$ cat config.mk
export PLATFORM = sky130hd
export DESIGN_NAME = hsv_rgb_color_converter_top_flat
export DESIGN_NICKNAME = d
export VERILOG_FILES = /design/src/design/hrc_pkg.sv /design/src/design/hrc_if.sv /design/src/design/hrc_front.sv /design/src/design/hrc_queue.sv /design/src/design/hrc_div.sv /design/src/design/hrc_back.sv /design/src/design/hsv_rgb_color_converter_top.sv /design/src/flat_wrapper.sv
export VERILOG_INCLUDE_DIRS = /design/src /design/src/design
export SDC_FILE = /design/constraint.sdc
export NUM_CORES = 2
export LEC_CHECK = 0
export BUFFER_PORTS_ARGS = -buffer_cell sky130_fd_sc_hd__buf_2
export CAP_MARGIN = 20
export CORE_ASPECT_RATIO = 1.25
export CORE_MARGIN = 2
export CORE_UTILIZATION = 60
export DETAILED_ROUTE_END_ITERATION = 10
export HOLD_SLACK_MARGIN = 0.12
export PLACE_DENSITY_LB_ADDON = 0.12
export SKIP_CTS_REPAIR_TIMING = 1
export SLEW_MARGIN = 10
export SYNTH_ARGS = -nofsm -noshare
export SYNTH_HDL_FRONTEND = slang
export SYNTH_HIERARCHICAL = 1
export SYNTH_SLANG_ARGS = --single-unit
$ cat constraint.sdc
create_clock -name clk -period 66.4 [get_ports clk]
set_clock_uncertainty 0.1 [all_clocks]
set_input_delay 9.96 -clock clk [delete_from_list [all_inputs] [get_ports clk]]
set_output_delay 9.96 -clock clk [all_outputs]
set_load 0.005 [all_outputs]
$ cat src/design/hsv_rgb_color_converter_top_macros.svh
// ----------------------------------------------------------------------------
// HSV/RGB converter assertion macros
// Concurrent check helpers on clk with asynchronous reset arst_n.
// ----------------------------------------------------------------------------
`ifndef HSV_RGB_COLOR_CONVERTER_TOP_MACROS_SVH
`define HSV_RGB_COLOR_CONVERTER_TOP_MACROS_SVH

// same-cycle implication
`define HRC_ASSERT_IMP(label, pre, post, msg) \
	label: assert property (@(posedge clk) disable iff (!arst_n) (pre) |-> (post)) \
		else $error(msg);

// next-cycle implication
`define HRC_ASSERT_NXT(label, pre, post, msg) \
	label: assert property (@(posedge clk) disable iff (!arst_n) (pre) |=> (post)) \
		else $error(msg);

`endif

$ cat src/design/hrc_pkg.sv
// ----------------------------------------------------------------------------
// HSV/RGB converter package
// Payload types, queue and divider sizes, and codes shared across the design and the testbench.
// ----------------------------------------------------------------------------
package hrc_pkg;

	localparam logic [8:0] HUE_FULL = 9'd360;
	localparam logic [8:0] SAT_FULL = 9'd100;
	localparam logic [8:0] COMP_MAX = 9'd255;

	localparam logic FUNC_HSV2RGB = 1'b0;
	localparam logic FUNC_RGB2HSV = 1'b1;

	localparam logic [2:0] SEC_0 = 3'd0;
	localparam logic [2:0] SEC_1 = 3'd1;
	localparam logic [2:0] SEC_2 = 3'd2;
	localparam logic [2:0] SEC_3 = 3'd3;
	localparam logic [2:0] SEC_4 = 3'd4;
	localparam logic [2:0] SEC_5 = 3'd5;

	localparam logic [1:0] MAX_R = 2'd0;
	localparam logic [1:0] MAX_G = 2'd1;
	localparam logic [1:0] MAX_B = 2'd2;

	localparam int DIV_NUM_W = 21;
	localparam int DIV_DEN_W = 13;
	localparam int DIV_QUO_W = 9;
	localparam int DIV_REM_W = DIV_NUM_W + 1;

	localparam int QUEUE_DEPTH = 2;
	localparam int QPTR_W      = 1;

	typedef struct packed {
		logic       func;
		logic [8:0] comp_a;
		logic [8:0] comp_b;
		logic [8:0] comp_c;
	} hrc_in_t;

	typedef struct packed {
		logic [7:0] red;
		logic [7:0] green;
		logic [7:0] blue;
		logic [8:0] hue;
		logic [6:0] saturation;
		logic [7:0] brightness;
		logic       rejected;
	} hrc_out_t;

	typedef struct packed {
		logic       func;
		logic       rej;
		logic       grey;
		logic [2:0] sector;
		logic [8:0] hue;
		logic [6:0] sat;
		logic [7:0] val;
		logic [7:0] r;
		logic [7:0] g;
		logic [7:0] b;
	} hrc_meta_t;

	typedef struct packed {
		hrc_meta_t              meta;
		logic [DIV_NUM_W-1:0]   num0;
		logic [DIV_DEN_W-1:0]   den0;
		logic [DIV_NUM_W-1:0]   num1;
		logic [DIV_DEN_W-1:0]   den1;
		logic [DIV_NUM_W-1:0]   num2;
		logic [DIV_DEN_W-1:0]   den2;
	} hrc_req_t;

	typedef struct packed {
		logic full;
		logic empty;
		logic pop;
	} hrc_qstat_t;

endpackage

$ cat src/design/hrc_if.sv
// ----------------------------------------------------------------------------
// HSV/RGB converter stream interfaces
// Valid/ready channels for input items and result items.
// ----------------------------------------------------------------------------
interface hrc_in_if;
	import hrc_pkg::*;
	logic    valid;
	logic    ready;
	hrc_in_t data;
	modport source (output valid, output data, input ready);
	modport sink (input valid, input data, output ready);
endinterface

interface hrc_out_if;
	import hrc_pkg::*;
	logic     valid;
	logic     ready;
	hrc_out_t data;
	modport source (output valid, output data, input ready);
	modport sink (input valid, input data, output ready);
endinterface

$ cat src/design/hrc_front.sv
// ----------------------------------------------------------------------------
// HSV/RGB converter front end
// Range check, sector and max/min classification, numerator products.
// ----------------------------------------------------------------------------
module hrc_front (
	input  logic              clk,
	input  logic              arst_n,
	input  logic              in_valid,
	input  hrc_pkg::hrc_in_t  in_data,
	output logic              in_ready,
	output logic              req_valid,
	output hrc_pkg::hrc_req_t req,
	input  logic              req_full
);
	import hrc_pkg::*;

	logic adv;
	logic vld_s1, vld_s2, vld_s3;

	// stage 1 combinational
	logic [8:0] hue0, frw;
	logic [2:0] sec;
	logic       rej;
	logic [7:0] r8, g8, b8, mx, mn;
	logic [1:0] mxsel;
	logic signed [8:0] diff;

	hrc_meta_t meta_s1, meta_s2;
	logic [5:0] fr_s1;
	logic [7:0] delta_s1, delta_s2;
	logic [1:0] mxsel_s1;
	logic signed [8:0] diff_s1;

	// stage 2 combinational
	logic [12:0] qs, ts;
	logic [14:0] pn, satn;
	logic [18:0] offd;
	logic signed [18:0] hn;
	logic [12:0] qs_s2, ts_s2;
	logic [14:0] pn_s2, satn_s2;
	logic [16:0] hn_s2;

	// stage 3 combinational
	logic [DIV_NUM_W-1:0] qn, tn;
	hrc_req_t req_d;

	assign adv       = !vld_s3 || !req_full;
	assign in_ready  = adv;
	assign req_valid = vld_s3;

	always_comb begin
		hue0 = (in_data.comp_a == HUE_FULL) ? 9'd0 : in_data.comp_a;
		if (hue0 >= 9'd300) begin
			sec = SEC_5; frw = hue0 - 9'd300;
		end else if (hue0 >= 9'd240) begin
			sec = SEC_4; frw = hue0 - 9'd240;
		end else if (hue0 >= 9'd180) begin
			sec = SEC_3; frw = hue0 - 9'd180;
		end else if (hue0 >= 9'd120) begin
			sec = SEC_2; frw = hue0 - 9'd120;
		end else if (hue0 >= 9'd60) begin
			sec = SEC_1; frw = hue0 - 9'd60;
		end else begin
			sec = SEC_0; frw = hue0;
		end
		if (in_data.func == FUNC_HSV2RGB)
			rej = (in_data.comp_a > HUE_FULL) || (in_data.comp_b > SAT_FULL) ||
				(in_data.comp_c > COMP_MAX);
		else
			rej = (in_data.comp_a > COMP_MAX) || (in_data.comp_b > COMP_MAX) ||
				(in_data.comp_c > COMP_MAX);
		r8 = in_data.comp_a[7:0];
		g8 = in_data.comp_b[7:0];
		b8 = in_data.comp_c[7:0];
		if (r8 >= g8 && r8 >= b8) begin
			mxsel = MAX_R; mx = r8;
		end else if (g8 >= b8) begin
			mxsel = MAX_G; mx = g8;
		end else begin
			mxsel = MAX_B; mx = b8;
		end
		mn = (r8 < g8) ? r8 : g8;
		if (b8 < mn)
			mn = b8;
		case (mxsel)
			MAX_R:   diff = $signed({1'b0, g8}) - $signed({1'b0, b8});
			MAX_G:   diff = $signed({1'b0, b8}) - $signed({1'b0, r8});
			default: diff = $signed({1'b0, r8}) - $signed({1'b0, g8});
		endcase
	end

	always_ff @(posedge clk or negedge arst_n) begin
		if (!arst_n) begin
			vld_s1 <= 1'b0;
			vld_s2 <= 1'b0;
			vld_s3 <= 1'b0;
		end else if (adv) begin
			vld_s1 <= in_valid;
			vld_s2 <= vld_s1;
			vld_s3 <= vld_s2;
		end
	end

	always_ff @(posedge clk) begin
		if (adv) begin
			meta_s1.func   <= in_data.func;
			meta_s1.rej    <= rej;
			meta_s1.grey   <= (in_data.comp_b == 9'd0) || (in_data.comp_c == 9'd0);
			meta_s1.sector <= sec;
			meta_s1.hue    <= hue0;
			meta_s1.sat    <= in_data.comp_b[6:0];
			meta_s1.val    <= (in_data.func == FUNC_HSV2RGB) ? in_data.comp_c[7:0] : mx;
			meta_s1.r      <= r8;
			meta_s1.g      <= g8;
			meta_s1.b      <= b8;
			fr_s1          <= frw[5:0];
			delta_s1       <= mx - mn;
			mxsel_s1       <= mxsel;
			diff_s1        <= diff;
		end
	end

	always_comb begin
		qs   = 13'(fr_s1) * 13'(meta_s1.sat);
		ts   = 13'(6'd60 - fr_s1) * 13'(meta_s1.sat);
		pn   = 15'(meta_s1.val) * 15'(7'd100 - meta_s1.sat);
		satn = 15'(delta_s1) * 15'd100;
		case (mxsel_s1)
			MAX_R:   offd = 19'd0;
			MAX_G:   offd = 19'(delta_s1) * 19'd120;
			default: offd = 19'(delta_s1) * 19'd240;
		endcase
		hn = 19'sd60 * 19'(diff_s1) + $signed(offd);
		if (hn < 0)
			hn = hn + $signed(19'(delta_s1) * 19'd360);
	end

	always_ff @(posedge clk) begin
		if (adv) begin
			meta_s2  <= meta_s1;
			delta_s2 <= delta_s1;
			qs_s2    <= qs;
			ts_s2    <= ts;
			pn_s2    <= pn;
			satn_s2  <= satn;
			hn_s2    <= hn[16:0];
		end
	end

	always_comb begin
		qn = 21'(meta_s2.val) * 21'(13'd6000 - qs_s2);
		tn = 21'(meta_s2.val) * 21'(13'd6000 - ts_s2);
		req_d.meta = meta_s2;
		if (meta_s2.rej) begin
			req_d.num0 = '0; req_d.den0 = 13'd1;
			req_d.num1 = '0; req_d.den1 = 13'd1;
			req_d.num2 = '0; req_d.den2 = 13'd1;
		end else if (meta_s2.func == FUNC_HSV2RGB) begin
			req_d.num0 = 21'(pn_s2); req_d.den0 = 13'd100;
			req_d.num1 = qn;         req_d.den1 = 13'd6000;
			req_d.num2 = tn;         req_d.den2 = 13'd6000;
		end else begin
			// grey: zero hue; black: zero saturation
			req_d.num0 = (delta_s2 == 8'd0) ? '0 : 21'(hn_s2);
			req_d.den0 = (delta_s2 == 8'd0) ? 13'd1 : 13'(delta_s2);
			req_d.num1 = 21'(satn_s2);
			req_d.den1 = (meta_s2.val == 8'd0) ? 13'd1 : 13'(meta_s2.val);
			req_d.num2 = '0; req_d.den2 = 13'd1;
		end
	end

	always_ff @(posedge clk) begin
		if (adv)
			req <= req_d;
	end

endmodule

$ cat src/design/hrc_queue.sv
// ----------------------------------------------------------------------------
// HSV/RGB converter request queue
// Short FIFO between front end and back end.
// ----------------------------------------------------------------------------
module hrc_queue (
	input  logic                clk,
	input  logic                arst_n,
	input  logic                push,
	input  hrc_pkg::hrc_req_t   wr_data,
	input  logic                pop,
	output hrc_pkg::hrc_req_t   rd_data,
	output hrc_pkg::hrc_qstat_t stat
);
	import hrc_pkg::*;

	hrc_req_t          mem_q [QUEUE_DEPTH];
	logic [QPTR_W-1:0] wr_q, rd_q;
	logic [QPTR_W:0]   cnt_q;
	logic              do_push, do_pop;

	assign stat.full  = (cnt_q == (QPTR_W+1)'(QUEUE_DEPTH));
	assign stat.empty = (cnt_q == '0);
	assign stat.pop   = do_pop;
	assign do_push    = push && !stat.full;
	assign do_pop     = pop && !stat.empty;
	assign rd_data    = mem_q[rd_q];

	always_ff @(posedge clk or negedge arst_n) begin
		if (!arst_n) begin
			wr_q  <= '0;
			rd_q  <= '0;
			cnt_q <= '0;
		end else begin
			if (do_push)
				wr_q <= wr_q + 1'b1;
			if (do_pop)
				rd_q <= rd_q + 1'b1;
			case ({do_push, do_pop})
				2'b10:   cnt_q <= cnt_q + 1'b1;
				2'b01:   cnt_q <= cnt_q - 1'b1;
				default: cnt_q <= cnt_q;
			endcase
		end
	end

	always_ff @(posedge clk) begin
		if (do_push)
			mem_q[wr_q] <= wr_data;
	end

endmodule

$ cat src/design/hrc_div.sv
// ----------------------------------------------------------------------------
// HSV/RGB converter pipelined divider
// Restoring division, one quotient bit per stage, quotient below 512.
// ----------------------------------------------------------------------------
module hrc_div (
	input  logic                          clk,
	input  logic                          en,
	input  logic [hrc_pkg::DIV_NUM_W-1:0] num,
	input  logic [hrc_pkg::DIV_DEN_W-1:0] den,
	output logic [hrc_pkg::DIV_QUO_W-1:0] quo
);
	import hrc_pkg::*;

	logic [DIV_REM_W-1:0] rem_q [DIV_QUO_W];
	logic [DIV_DEN_W-1:0] den_q [DIV_QUO_W];
	logic [DIV_QUO_W-1:0] quo_q [DIV_QUO_W];

	for (genvar k = 0; k < DIV_QUO_W; k++) begin : g_stage
		logic [DIV_REM_W-1:0] rem_in, dsh;
		logic [DIV_DEN_W-1:0] den_in;
		logic [DIV_QUO_W-1:0] quo_in;
		logic                 ge;
		if (k == 0) begin : g_first
			assign rem_in = DIV_REM_W'(num);
			assign den_in = den;
			assign quo_in = '0;
		end else begin : g_next
			assign rem_in = rem_q[k-1];
			assign den_in = den_q[k-1];
			assign quo_in = quo_q[k-1];
		end
		assign dsh = DIV_REM_W'(den_in) << (DIV_QUO_W - 1 - k);
		assign ge  = (rem_in >= dsh);
		always_ff @(posedge clk) begin
			if (en) begin
				rem_q[k] <= ge ? (rem_in - dsh) : rem_in;
				den_q[k] <= den_in;
				quo_q[k] <= quo_in | (ge ? (DIV_QUO_W'(1) << (DIV_QUO_W - 1 - k)) : '0);
			end
		end
	end

	assign quo = quo_q[DIV_QUO_W-1];

endmodule

$ cat src/design/hrc_back.sv
// ----------------------------------------------------------------------------
// HSV/RGB converter back end
// Three dividers (two used by both directions), result assembly and output register.
// ----------------------------------------------------------------------------
module hrc_back (
	input  logic              clk,
	input  logic              arst_n,
	input  logic              req_valid,
	input  hrc_pkg::hrc_req_t req,
	output logic              pop,
	output logic              out_valid,
	output hrc_pkg::hrc_out_t out_data,
	input  logic              out_ready
);
	import hrc_pkg::*;

	logic                 adv;
	logic                 vld_q [DIV_QUO_W];
	hrc_meta_t            meta_q [DIV_QUO_W];
	logic [DIV_QUO_W-1:0] quo0, quo1, quo2;
	hrc_meta_t            m;
	hrc_out_t             res;
	logic [7:0]           p, q, t;

	assign adv = !out_valid || out_ready;
	assign pop = adv && req_valid;

	hrc_div u_div0 (.clk(clk), .en(adv), .num(req.num0), .den(req.den0), .quo(quo0));
	hrc_div u_div1 (.clk(clk), .en(adv), .num(req.num1), .den(req.den1), .quo(quo1));
	hrc_div u_div2 (.clk(clk), .en(adv), .num(req.num2), .den(req.den2), .quo(quo2));

	always_ff @(posedge clk or negedge arst_n) begin
		if (!arst_n) begin
			for (int i = 0; i < DIV_QUO_W; i++)
				vld_q[i] <= 1'b0;
			out_valid <= 1'b0;
		end else if (adv) begin
			vld_q[0] <= req_valid;
			for (int i = 1; i < DIV_QUO_W; i++)
				vld_q[i] <= vld_q[i-1];
			out_valid <= vld_q[DIV_QUO_W-1];
		end
	end

	always_ff @(posedge clk) begin
		if (adv) begin
			meta_q[0] <= req.meta;
			for (int i = 1; i < DIV_QUO_W; i++)
				meta_q[i] <= meta_q[i-1];
		end
	end

	assign m = meta_q[DIV_QUO_W-1];
	assign p = quo0[7:0];
	assign q = quo1[7:0];
	assign t = quo2[7:0];

	always_comb begin
		res = '0;
		if (m.rej) begin
			res.rejected = 1'b1;
		end else if (m.func == FUNC_HSV2RGB) begin
			res.hue        = m.hue;
			res.saturation = m.sat;
			res.brightness = m.val;
			if (m.grey) begin
				res.red = m.val; res.green = m.val; res.blue = m.val;
			end else begin
				case (m.sector)
					SEC_0:   begin res.red = m.val; res.green = t;     res.blue = p;     end
					SEC_1:   begin res.red = q;     res.green = m.val; res.blue = p;     end
					SEC_2:   begin res.red = p;     res.green = m.val; res.blue = t;     end
					SEC_3:   begin res.red = p;     res.green = q;     res.blue = m.val; end
					SEC_4:   begin res.red = t;     res.green = p;     res.blue = m.val; end
					default: begin res.red = m.val; res.green = p;     res.blue = q;     end
				endcase
			end
		end else begin
			res.red        = m.r;
			res.green      = m.g;
			res.blue       = m.b;
			res.hue        = quo0;
			res.saturation = quo1[6:0];
			res.brightness = m.val;
		end
	end

	always_ff @(posedge clk) begin
		if (adv)
			out_data <= res;
	end

endmodule

$ cat src/design/hsv_rgb_color_converter_top.sv
// ----------------------------------------------------------------------------
// HSV/RGB color converter top level
// Converts HSV to RGB or RGB to HSV, one pixel per clock while the output accepts, fully pipelined.
// ----------------------------------------------------------------------------
//
//  Channel | Dir | Payload                                   | Handshake
//  --------+-----+-------------------------------------------+-------------
//  in      | in  | func, comp_a, comp_b, comp_c              | valid/ready
//  out     | out | red, green, blue, hue, saturation,        | valid/ready
//          |     | brightness, rejected                      |
//
//  One transaction accepted per clock when the output keeps up; the path
//  runs through 3 front stages, 1 in the queue, 9 divider stages (one
//  quotient bit each) and the output register.
//  Reset clears only the valid bits and the queue pointers and count; data registers are not reset.
//  An output stall freezes the back end; the 2-entry queue absorbs the
//  front end until full, then in.ready drops.
//
module hsv_rgb_color_converter_top (
	input  logic  clk,
	input  logic  arst_n,
	hrc_in_if.sink    in,
	hrc_out_if.source out
);
	import hrc_pkg::*;

`include "hsv_rgb_color_converter_top_macros.svh"

	// front end -> queue
	hrc_req_t   f_req;
	logic       f_req_valid;
	// queue -> back end
	hrc_req_t   q_req;
	hrc_qstat_t q_stat;
	logic       b_pop;
	// every result field but the reject flag is zero
	logic       out_zero;

	// Classify the transaction and build the three division requests.
	hrc_front u_front (
		.clk      (clk),
		.arst_n   (arst_n),
		.in_valid (in.valid),
		.in_data  (in.data),
		.in_ready (in.ready),
		.req_valid(f_req_valid),
		.req      (f_req),
		.req_full (q_stat.full)
	);

	// Hold requests while the back end stalls.
	hrc_queue u_queue (
		.clk    (clk),
		.arst_n (arst_n),
		.push   (f_req_valid),
		.wr_data(f_req),
		.pop    (b_pop),
		.rd_data(q_req),
		.stat   (q_stat)
	);

	// Divide and assemble the result.
	hrc_back u_back (
		.clk      (clk),
		.arst_n   (arst_n),
		.req_valid(!q_stat.empty),
		.req      (q_req),
		.pop      (b_pop),
		.out_valid(out.valid),
		.out_data (out.data),
		.out_ready(out.ready)
	);

	assign out_zero = (out.data.red == 8'd0) && (out.data.green == 8'd0) &&
		(out.data.blue == 8'd0) && (out.data.hue == 9'd0) &&
		(out.data.saturation == 7'd0) && (out.data.brightness == 8'd0);

	`HRC_ASSERT_IMP(a_rej_zero, out.valid && out.data.rejected, out_zero, "rejected not zero")
	`HRC_ASSERT_IMP(a_hue_range, out.valid, out.data.hue < HUE_FULL, "hue out of range")
	`HRC_ASSERT_IMP(a_sat_range, out.valid, out.data.saturation <= 7'd100, "sat out of range")
	`HRC_ASSERT_NXT(a_queue_hold, q_stat.full && !q_stat.pop, q_stat.full, "queue lost an entry")

endmodule

$ cat src/flat_wrapper.sv
// flat-port wrapper written by rule: the top's interface ports become plain ports
module hsv_rgb_color_converter_top_flat import hrc_pkg::*;
  (clk, arst_n, in_valid, in_data, in_ready, out_valid, out_data, out_ready);
  hrc_in_if in_i ();
  hrc_out_if out_i ();
  input  logic clk;
  input  logic arst_n;
  input wire logic [$bits(in_i.valid)-1:0] in_valid;
  input wire logic [$bits(in_i.data)-1:0] in_data;
  output wire logic [$bits(in_i.ready)-1:0] in_ready;
  output wire logic [$bits(out_i.valid)-1:0] out_valid;
  output wire logic [$bits(out_i.data)-1:0] out_data;
  input wire logic [$bits(out_i.ready)-1:0] out_ready;
  assign in_i.valid = in_valid;
  assign in_i.data = in_data;
  assign in_ready = in_i.ready;
  assign out_valid = out_i.valid;
  assign out_data = out_i.data;
  assign out_i.ready = out_ready;
  hsv_rgb_color_converter_top u_core (.clk(clk), .arst_n(arst_n), .in(in_i), .out(out_i));
endmodule
==> results.py <==
metrics = {
    "outcome": {
        "status": "finished clean",
    },
    "setup_path": {
        "cpLargestDelayFamily": "compound AO/OA/AOI/OAI gates",
        "path_buf_inv": 2,
        "cp.required_ps": 66890,
        "cp_max_fo": 18,
        "start_kind": "input pin",
        "path_class": "in2reg",
        "crit_slowest_cell": "a31oi_4",
        "cp-end-kind": "flip-flop",
        "cpPeakStageDelay_ps": 460,
        "cp_data_arrival_time_ps": 15440,
        "critPathMostFrequentCell": "ha_1",
    },
    "cts": {
        "clock_sinks": 2134,
        "cts-buffers-inserted": 201,
        "cts_tree": "built",
        "cts_max_level": 4,
        "clk_latency_ps": 840,
        "clk_pin_slew_ps": 70,
        "root_buffer": "clkbuf_16",
        "clock_path_buffers": 3,
    },
    "finish": {
        "drive_above_1_share_pct": 9.03,
        "fin_area_um2": 121000,
        "num-nets-final": 9866,
        "area.growth.synth_to_final_pct": 8.76,
    },
    "die": {
        "core_area_um2": 186000,
        "start_util_pct": 60.2,
        "io_pins": 83,
        "dieArea_um2": 190000,
        "die_y_um": 486,
        "rows": 177,
        "die_x_um": 390,
    },
    "global_routing": {
        "grt_pass1_wl_um": 351000,
        "grt_pass1_vias": 65573,
        "grt_max_degree": 178,
        "grt_overflow": 0,
        "grt_usage_pct": 23.5,
        "antenna_found_initial": 1,
    },
    "logic_synthesis": {
        "syn_avg_cell_area_um2": 12.8,
        "syn_inst": 8695,
        "synth_warnings": 6,
        "syn_area_um2": 112000,
    },
    "sta": {
        "worst_slack_ps": 51450,
        "finalSetupViolations": 0,
        "slew_headroom_pct": 31.0,
        "layout_min_cycle_time_ps": 14950,
        "worst_pin_slew_ps": 1030,
        "fin_tns_setup_ps": 0,
        "hold_violations": 0,
        "fmaxAchievable_mhz": 66.9,
        "rsz0062_at_grt": "no",
        "period_share_pct": 22.5,
        "drv_slew": 0,
    },
    "detailed_routing": {
        "drt_iter0_drc": 3471,
        "wl_per_cell_um": 19.3,
        "routed_wl_um": 220000,
        "ant_nets": 0,
        "routed_via_density": 5.67,
        "vias": 64713,
        "remaining_drc_errors": 0,
        "drtPass1Iterations": 6,
    },
    "hold_path": {
        "hp-class": "reg2reg",
    },
    "run": {
        "drv_cap": 0,
    },
    "placement": {
        "finalWeightedCongestion": 0.878,
        "dpl_cell_area_um2": 114000,
        "place_ws_ps": 50640,
        "dp_hpwl_um": 162000,
        "io_buffers": 82,
    },
}
-- stage by stage --
| stage | utilization (%) | instances | hold WS, ps |
|---|---|---|---|
| after floorplan | - | 8709 | 300 |
| after global placement | 61.7 | 11029 | 300 |
| after detailed placement | 61.7 | 11029 | 305 |
| after CTS | 65.4 | 11399 | 306 |
| after global routing | 65.4 | 11407 | 318 |
| final | 65.4 | 11407 | 312 |
-- cell type report --
| class | instances | area (um2) |
|---|---|---|
| sequential | 2134 | 64000 |
| fill | 13681 | 64200 |
| timing repair buffer | 150 | 1000 |
| inverter | 1000 | 3760 |
| clock inverter | 154 | 1700 |
| antenna | 1 | 2.50 |
| multi-input combinational | 5336 | 42800 |
| clock buffer | 216 | 5110 |
| tap | 2416 | 3020 |
-- routing by layer --
metal	share of wire, %	GRT usage [%]	wire length, um	vias to the layer above
met1	40	28.6	89200	31581
li1	-	-	-	31515
met3	3.1	2.67	6870	395
met4	4.9	11.1	10800	0
met5	0	0	0	-
met2	52	41.9	114000	1222
-- worst reg2reg max path, stage by stage (launching register included) --
cell and delay [ps]:
edfxtp_1 590, inv_1 290, ha_1 240, nand2_1 110, and3_1 220, a21oi_1 300
nor2_1 130, a21oi_1 280, xor2_1 510, nand2_1 170, fa_1 560, inv_1 50
fa_1 490, inv_1 50, fa_1 540, inv_1 50, fa_1 430, ha_1 360
a21o_1 180, a21oi_1 190, o21bai_1 140, nand3_1 110, nand2_1 80, o41ai_1 360
a21boi_0 200, o21a_1 200, nor3_1 230
-- state kept, by name, indices dropped and copies added (netlist names), 8 cells and up --
signal	flops
u_core/u_back/meta_q	486
u_core/u_back/out_data	49
u_core/u_back/u_div0/den_q	104
u_core/u_back/u_div0/quo_q	45
u_core/u_back/u_div0/rem_q	176
u_core/u_back/u_div1/den_q	104
u_core/u_back/u_div1/quo_q	36
u_core/u_back/u_div1/rem_q	176
u_core/u_back/u_div2/den_q	104
u_core/u_back/u_div2/quo_q	36
u_core/u_back/u_div2/rem_q	176
u_core/u_back/vld_q	9
u_core/u_front/delta_s1	8
u_core/u_front/delta_s2	8
u_core/u_front/diff_s1	9
u_core/u_front/hn_s2	15
u_core/u_front/meta_s1	47
u_core/u_front/meta_s2	47
u_core/u_front/pn_s2	15
u_core/u_front/qs_s2	13
u_core/u_front/req	123
u_core/u_front/satn_s2	10
u_core/u_front/ts_s2	12
u_core/u_queue/mem_q	312
-- path summary, 6_finish.rpt --
path	start	endpoint	slack, ps	depth (start not counted)
worst max-delay path	in_data[22]	u_core/u_front/delta_s1[7]$_DFFE_PP_	51450	25
worst min-delay path	u_core/u_back/meta_q[0][174]$_DFFE_PN_	u_core/u_back/meta_q[0][228]$_DFFE_PN_	310	0
worst max register to register	u_core/u_front/qs_s2[0]$_DFFE_PP_	u_core/u_front/req[67]$_SDFFCE_PP0P_	59050	26
worst min register to register	u_core/u_back/meta_q[0][174]$_DFFE_PN_	u_core/u_back/meta_q[0][228]$_DFFE_PN_	310	0
max in group asynchronous	arst_n	u_core/u_queue/rd_q$_DFFE_PN0P_	56980	1
min in group asynchronous	arst_n	u_core/u_front/vld_s2$_DFFE_PN0P_	8920	1
-- cell usage in the layout (no fill, tap or decap), types with 26 or more instances in the layout --
master,count
o22ai_1,26
clkinv_2,39
or3_1,39
bufinv_16,26
fa_1,322
mux2_2,226
and2_1,214
mux2_1,40
o31ai_1,43
nor4_1,57
o21a_1,77
nor3_1,106
a21o_1,126
o21ai_1,43
clkbuf_16,202
nor2_1,480
buf_2,82
edfxtp_1,2117
o21ai_0,313
a211oi_1,63
nand3_1,99
and3_1,28
a21oi_1,473
buf_4,59
nor2b_1,80
xor2_1,219
ha_1,689
xnor2_1,273
nand2_1,517
nand2b_1,84
o211ai_1,43
inv_1,989
a31oi_1,52
nand4_1,49
o21bai_1,65
clkinv_1,38
mux2i_1,36
Power is not shown: default switching activity piles up to over one toggle a cycle in this logic, so the estimate is an artifact.
